--- src/sv/pba_pkg.sv ---
// ---------------------------------------------------------------------------
// pba_pkg
// Shared constants and types of the path bandwidth admission core.
// ---------------------------------------------------------------------------
package pba_pkg;

  localparam int MAX_LINKS = 1024;
  localparam int CAP_WIDTH = 32;

  localparam int LINK_W = 10;
  localparam int NODE_W = 11;
  localparam int AMT_W  = 32;
  localparam int CFG_W  = 11;

  localparam int ADDR_W = (MAX_LINKS > 1) ? $clog2(MAX_LINKS) : 1;
  localparam int LIM_W  = ($clog2(MAX_LINKS + 1) > NODE_W) ? $clog2(MAX_LINKS + 1) : NODE_W;
  localparam int CMP_W  = (CAP_WIDTH > AMT_W) ? CAP_WIDTH : AMT_W;

  typedef enum logic [0:0] {
    OP_LOAD    = 1'b0,
    OP_REQUEST = 1'b1
  } op_t;

  typedef enum logic [2:0] {
    ST_IDLE,
    ST_SCAN,
    ST_SCAN_END,
    ST_UPD,
    ST_UPD_END,
    ST_RESULT
  } state_t;

  typedef struct packed {
    op_t               op;
    logic [AMT_W-1:0]  amount;
    logic [NODE_W-1:0] node_b;
    logic [NODE_W-1:0] node_a;
    logic [LINK_W-1:0] link_index;
  } req_t;

  typedef struct packed {
    logic                 we;
    logic [ADDR_W-1:0]    waddr;
    logic [CAP_WIDTH-1:0] wdata;
    logic                 re;
    logic [ADDR_W-1:0]    raddr;
  } ram_req_t;

endpackage

--- src/sv/pba_ctrl.sv ---
// ---------------------------------------------------------------------------
// pba_ctrl
// Request sequencer: range check, capacity scan over the path, then, when
// the workload fits, a read-modify-write pass that reserves it on every link.
// ---------------------------------------------------------------------------
module pba_ctrl (
  input  logic                          clk,
  input  logic                          rst,
  input  logic [pba_pkg::LIM_W-1:0]     limit,
  input  logic                          s_valid,
  output logic                          s_ready,
  input  pba_pkg::req_t                 req,
  output logic                          m_valid,
  input  logic                          m_ready,
  output logic                          m_accepted,
  output logic                          m_range_error,
  output pba_pkg::ram_req_t             ram,
  input  logic [pba_pkg::CAP_WIDTH-1:0] ram_q
);
  import pba_pkg::*;

  state_t              state, state_next;
  logic [ADDR_W-1:0]   lo, last, ptr, pend_addr;
  logic                pend;
  logic                fits;
  logic [AMT_W-1:0]    amt;
  logic                res_acc, res_err;

  logic                take, is_req, bad, same, ge, out_free;
  logic [NODE_W-1:0]   lo_n, hi_n;

  assign take     = s_valid && s_ready;
  assign is_req   = (req.op == OP_REQUEST);
  assign bad      = (LIM_W'(req.node_a) > limit) || (LIM_W'(req.node_b) > limit);
  assign same     = (req.node_a == req.node_b);
  assign lo_n     = (req.node_a < req.node_b) ? req.node_a : req.node_b;
  assign hi_n     = (req.node_a < req.node_b) ? req.node_b : req.node_a;
  assign ge       = CMP_W'(ram_q) >= CMP_W'(amt);
  assign out_free = !m_valid || m_ready;

  always_comb begin
    state_next = state;
    unique case (state)
      ST_IDLE: begin
        if (take && is_req) begin
          state_next = (bad || same) ? ST_RESULT : ST_SCAN;
        end
      end
      ST_SCAN: begin
        if (ptr == last) begin
          state_next = ST_SCAN_END;
        end
      end
      ST_SCAN_END: begin
        state_next = (fits && ge) ? ST_UPD : ST_RESULT;
      end
      ST_UPD: begin
        if (ptr == last) begin
          state_next = ST_UPD_END;
        end
      end
      ST_UPD_END: begin
        state_next = ST_RESULT;
      end
      ST_RESULT: begin
        if (out_free) begin
          state_next = ST_IDLE;
        end
      end
      default: begin
        state_next = ST_IDLE;
      end
    endcase
  end

  always_comb begin
    s_ready = (state == ST_IDLE);
    ram     = '0;
    unique case (state)
      ST_IDLE: begin
        // loads beyond the store are dropped
        ram.we    = take && !is_req && (32'(req.link_index) < 32'(MAX_LINKS));
        ram.waddr = ADDR_W'(req.link_index);
        ram.wdata = CAP_WIDTH'(req.amount);
      end
      ST_SCAN: begin
        ram.re    = 1'b1;
        ram.raddr = ptr;
      end
      ST_UPD: begin
        ram.re    = 1'b1;
        ram.raddr = ptr;
        ram.we    = pend;
        ram.waddr = pend_addr;
        ram.wdata = ram_q - CAP_WIDTH'(amt);
      end
      ST_UPD_END: begin
        ram.we    = pend;
        ram.waddr = pend_addr;
        ram.wdata = ram_q - CAP_WIDTH'(amt);
      end
      default: begin
        ram = '0;
      end
    endcase
  end

  always_ff @(posedge clk) begin
    if (rst) begin
      state   <= ST_IDLE;
      pend    <= 1'b0;
      m_valid <= 1'b0;
    end else begin
      state   <= state_next;
      pend    <= (state == ST_SCAN) || (state == ST_UPD);
      if (state == ST_RESULT && out_free) begin
        m_valid <= 1'b1;
      end else if (m_ready) begin
        m_valid <= 1'b0;
      end
    end
  end

  always_ff @(posedge clk) begin
    pend_addr <= ptr;
    unique case (state)
      ST_IDLE: begin
        if (take) begin
          lo      <= ADDR_W'(lo_n);
          ptr     <= ADDR_W'(lo_n);
          last    <= ADDR_W'(hi_n - NODE_W'(1));
          amt     <= req.amount;
          fits    <= 1'b1;
          res_err <= bad;
          res_acc <= !bad && same;
        end
      end
      ST_SCAN: begin
        ptr <= ptr + ADDR_W'(1);
        if (pend) begin
          fits <= fits && ge;
        end
      end
      ST_SCAN_END: begin
        ptr     <= lo;
        res_acc <= fits && ge;
      end
      ST_UPD: begin
        ptr <= ptr + ADDR_W'(1);
      end
      default: begin
      end
    endcase
    if (state == ST_RESULT && out_free) begin
      m_accepted    <= res_acc;
      m_range_error <= res_err;
    end
  end

endmodule

--- config.mk ---
export PLATFORM = sky130hd
export DESIGN_NAME = pba_ctrl
export DESIGN_NICKNAME = d
export VERILOG_FILES = /design/src/sv/pba_pkg.sv /design/src/sv/pba_ctrl.sv
export SDC_FILE = /design/constraint.sdc
export NUM_CORES = 1
export LEC_CHECK = 0
export BUFFER_PORTS_ARGS = -buffer_cell sky130_fd_sc_hd__buf_2
export CORE_ASPECT_RATIO = 1.2
export CORE_MARGIN = 4
export CORE_UTILIZATION = 40
export DETAILED_ROUTE_END_ITERATION = 7
export SYNTH_ARGS = -nofsm -noshare
export SYNTH_HDL_FRONTEND = slang
export SYNTH_SLANG_ARGS = --single-unit
--- constraint.sdc ---
create_clock -name clk -period 2.9 [get_ports clk]
set_input_delay 0 -clock clk [delete_from_list [all_inputs] [get_ports clk]]
set_output_delay 0 -clock clk [all_outputs]
set_load 0.005 [all_outputs]
======== Yosys cells after proc, flatten, opt, wreduce, memory -nomap -nowiden ========
Index checks and enable logic that the tools add are counted.
storage, ports and cells
  output and inout port bits .............. 58
  register bits ........................... 82
  word-level logic and storage cells ...... 78
  bits of input ports ..................... 112
operators by class
  order comparisons ....................... 4
  reductions and logical operators ........ 25
  add/sub/neg operators ................... 3
  equality and inequality tests ........... 13
  multiplexer cells ....................... 20
operators by type and width
  cell                     number
  $pmux W43 S2             1
  $ge A32 B32 Y1           1
  $sub A32 B32 Y32         1
  $mux W10                 3
  $pmux W10 S3             1
  $gt A11 B11 Y1           2
  $mux W3                  6
  $pmux W3 S6              1
  $eq A11 B11 Y1           1
  $lt A11 B11 Y1           1
  $mux W11                 1
  $add A10 B1 Y10 const B  1
  $eq A10 B10 Y1           1
  $sub A10 B1 Y10 const B  1
  $ne A2 B2 Y1 const B     4
  $eq A3 B2 Y1 const B     2
  $eq A3 B3 Y1 const B     2
  $logic_and A1 B1 Y1      6
  $reduce_and A2 Y1        3
  $reduce_bool A2 Y1       3
  $mux W1                  5
  $logic_or A1 B1 Y1       4
  $ne A2 B1 Y1 const B     2
  $pmux W1 S2              2
  other kinds (7)          10

======== Depth between registers and ports, before layout ========
  word-level depth ........................ 6
  depth in mapped cells ................... 15
  mapped depth without buffers ............ 13

======== Worst setup path after synthesis ========
No wires, ideal clock.
  path kind ............................... input port to flip-flop
  from .................................... in req[25] (netlist name)
  to ...................................... reg last[8], data pin
  setup time .............................. 0.261 ns
  slack ................................... 0.254 ns
  arrival ................................. 2.384 ns
  stages on the path ...................... 14
  path buffers ............................ 2
  data required time ...................... 2.639 ns
  cells stage by stage .................... inv_1 > ha_1 > a21o_1 > a21o_1 > a21oi_1 > o2111a_1 > buf_2 > buf_2 > mux2i_1 > ha_1 > o21ai_0 > nor3_1 > xnor2_1 > mux2i_1
on the way
  longest elaborated chain between the ends .. 3
ends and longest elaborated chain
  item                    line             RTL
  start: declaration      pba_ctrl.sv:12   input pba_pkg::req_t req,
  $lt A11 B11 Y1          pba_ctrl.sv:37   assign hi_n = (req.node_a < req.node_b) ? req.node_b : req.node_a;
  $mux W10 (*)            pba_ctrl.sv:37
  $sub A10 B1 Y10 (*)     pba_ctrl.sv:131  last <= ADDR_W'(hi_n - NODE_W'(1));
  end signal: assignment  pba_ctrl.sv:131
  end: declaration        pba_ctrl.sv:23   logic [ADDR_W-1:0] lo, last, ptr, pend_addr;
Mark *: on every way between the ends. The rest lies on a longest branch, timed or not.
A chain may end at the register's enable or synchronous reset.

==> results_dict.tcl <==
set metrics [dict create \
    status "finished, final reports clean" \
    synth_edf_count 67 \
    fmax_mhz 345 \
    insertedDiodeCount 0 \
    p_sw_frac 0.407 \
    cts_tree "done" \
    p_int_mw 3.80 \
    first_iter_violations 330 \
    synth_nets 902 \
    syn_inst 722 \
    reg2reg_depth 11 \
    period_share 0.999 \
    synthArstFlopShare 0 \
    worstMarginPinSlew_ns 0.931 \
    synth_ff_type "edfxtp_1" \
    r2r-end "state[2]$_SDFFE_PP0P_" \
    die_h_um 148 \
    initial_core_util 0.412 \
    yosysTopAreaCell "edfxtp_1" \
    drt_wl_total_um 19000 \
    die_x_um 124 \
    synth_top_area_share 0.309 \
    viasPerCell 5.24 \
    die-area_mm2 0.0184 \
    final_cell_mix "buf_2 (169), inv_1 (70), edfxtp_1 (67)" \
    arrival_ns 2.90 \
    synthAdderAreaFrac 0.132 \
    yosysSeqAreaShare 0.356 \
    clock_sinks 82 \
    drive_above_1_share 0.291 \
    critical-path-top-delay-family "compound AO/OA/AOI/OAI gates" \
    critical_path_buf_inv_count 2 \
    wire_per_inst_um 16.4 \
    hold_depth 3 \
    critPathKind "reg -> out" \
    hold_start "req[19]" \
    cellLeakagePower_nw 4.00 \
    yosys_warnings 0 \
    synth-compound-area-share 0.208 \
    gp_congestion 0.841 \
    drv_slew 0 \
    worst_setup_path_start_kind "flop" \
    worstPathMaxFanout 3 \
    crit_chain "inv_2, ha_4, nor2b_4, o21a_1, o211ai_1, nand3_2, a31o_4, a21oi_4, o31ai_4, xor2_1, a22o_2, buf_2" \
    io_buffer_count 169 \
    ios 170 \
    grt_pass1_vias 6106 \
    endpoint_kind "output port" \
    synth_mux_area_frac 0.0123 \
    finalClockSkew_ns 0.00809 \
    avgSynthCellArea_um2 9.01 \
    clk_pin_slew_ns 0.07 \
    synth_area_mm2 0.00650 \
    reg2reg_slack_ns 0.18 \
    seqPwrFrac 0.315 \
    area_delta_synth_final_pct 33.7 \
    clock-root-buffer "clkbuf_16" \
    final_common_cell "buf_2" \
    reg2reg_from "amt[1]$_DFFE_PP_" \
    cts_max_level 3 \
    grt_max_degree 46 \
    cap_violations 0 \
    whs_ns 0.0466 \
    grt_overflow_total 0 \
    fin_cells 1158 \
    nNetsFinal 1125 \
    drt-pass1-iter-count 5 \
    detail-route-antenna-nets 0 \
    rsz0062_at_grt "yes" \
    clkPwrFrac 0.176 \
    insertion_delay_ns 0.34 \
    fin_crit_ns 2.90 \
    rows 50 \
    coreArea_mm2 0.0158 \
    pwr-share-comb 0.509 \
    finalHoldViolCount 0 \
    cp_slowest_cell "edfxtp_1" \
    relSlewSlack 0.380 \
    synth.distinct_cells 65 \
    required_ns 2.90 \
    min_to "lo[9]$_DFFE_PP_" \
    drc 0 \
    hold_path_class "in -> reg" \
    cts_made_buffers 9 \
    antenna_found_initial 0 \
    crit_path_max_incr_delay_ns 0.42 \
    synth_top_family_by_area "compound AO/OA/AOI/OAI gates" \
    nFillCells 1487 \
    grt_pass1_wl_um 30200 \
    irDropWorstVdd_mv 0.332 \
    cts_buffer_depth 2 \
    setup_viol 0 \
    p_sw_mw 2.60 \
    yosys.area_share.simple 0.155 \
    vias 6073 \
    synth-seq-cells 82 \
    synth_xor_area_frac 0.0727 \
    pwr_density_cell_mw_per_mm2 736 \
    hpwl_um 14500 \
    grt_usage 0.200 \
    placed_cells 1097 \
    synth_area_leaders "edfxtp_1 (31%), ha_1 (13%), o21ai_0 (4.8%), dfxtp_1 (4.6%), inv_1 (4.3%)" \
]
power by group through the flow:
stage	Sequential, mW	Clock, mW	Combinational (mW)
after floorplan	1.92	0	1.96
after CTS	2.02	1.15	3.10
after global placement	2.04	0	2.95
after global routing	2.05	1.20	3.59
after detailed placement	2.04	0	2.95
final	2.02	1.13	3.26
repair_timing:
action                                  in CTS  in global routing
gates resized for setup                     22                 45
pin swaps                                   11                 22
endpoints found under the hold margin       37                  0
hold buffers                                34                  0
setup buffers                                6                  5
endpoints found under the setup margin      12                 14
gates cloned                                 0                  0
metal layers:
layer  track usage  part of all wire
met5             0                 0
met4        0.0559             0.017
met3        0.0390             0.044
met2         0.375              0.52
met1         0.231              0.42
through the flow:
step | setup slack, ns | TNS (ns) | util | total power, mW | area, µm²
after floorplan | 0.254 | 0 | - | 3.88 | 6500
after global placement | 0.128 | 0 | 0.486 | 4.98 | 7660
after detailed placement | 0.0815 | 0 | 0.486 | 4.99 | 7660
after CTS | -0.0503 | -0.136 | 0.536 | 6.27 | 8450
after global routing | -0.118 | -0.694 | 0.552 | 6.85 | 8690
final | 0.00326 | 0 | 0.552 | 6.40 | 8690
synthesized netlist by cell type (4+ instances only):
library cell,number
inv_1,74
edfxtp_1,67
ha_1,67
nand2_1,66
o21ai_0,63
a21oi_1,49
nor2_1,34
xor2_1,28
xnor2_1,26
a21o_1,22
nand3_1,20
dfxtp_1,15
nor3_1,15
clkbuf_1,14
a22o_1,13
nand4_1,13
and2_1,12
nand2b_1,10
a221o_1,9
nor2b_1,9
mux2i_1,8
a31oi_1,6
and3_1,6
o21bai_1,6
nor4_1,5
or3_1,4
worst reg2reg max path, cell delays in order, from the launching register on:
cell	delay, ns
edfxtp_1	0.42
buf_4	0.16
fa_2	0.35
nand2b_4	0.16
a21oi_4	0.18
o21ai_4	0.10
o21ai_1	0.20
o211ai_1	0.14
a31oi_1	0.37
nor2b_1	0.08
o311ai_0	0.33
a21oi_1	0.11
worst max path at each step:
stage | start | endpoint | slack (ns) | cells after the start
after global routing | amt[1]$_DFFE_PP_ | ram[37] | -0.12 | 12
after global placement | amt[0]$_DFFE_PP_ | state[2]$_SDFFE_PP0P_ | 0.13 | 11
after detailed placement | amt[0]$_DFFE_PP_ | state[2]$_SDFFE_PP0P_ | 0.08 | 11
after CTS | amt[0]$_DFFE_PP_ | ram[37] | -0.05 | 12
after floorplan | req[25] | last[8]$_DFFE_PP_ | 0.25 | 14
final | amt[1]$_DFFE_PP_ | ram[38] | 0.003 | 12
state kept, by name, indices dropped and copies added (netlist names):
register,cells
m_range_error,1
m_valid,1
state,3
res_acc,1
last,10
amt,32
pend,1
ptr,10
res_err,1
pend_addr,10
m_accepted,1
lo,10
fits,1
final cells by class:
| class | instances | area, µm² | area share |
|---|---|---|---|
| multi-input cells | 542 | 4110 | 0.472 |
| clock inverters | 7 | 60.1 | 0.00691 |
| clock buffers | 9 | 225 | 0.0259 |
| repair buffers | 236 | 1450 | 0.167 |
| flip-flops and latches | 82 | 2310 | 0.266 |
| well taps | 208 | 260 | 0.0299 |
| inverters | 74 | 278 | 0.0319 |
cell families (layout without fill, tap and decap cells):
| kind of cell | count (synthesis) | count (layout) |
|---|---|---|
| buffers and inverters | 98 | 326 |
| XOR/XNOR | 54 | 54 |
| AO/OA/AOI/OAI | 207 | 207 |
| AND/OR/NAND/NOR | 205 | 205 |
| multiplexers | 8 | 8 |
| adder cells (fa/ha/maj) | 68 | 68 |
| flip-flops | 82 | 82 |
Power figures use the tool's default switching activity.
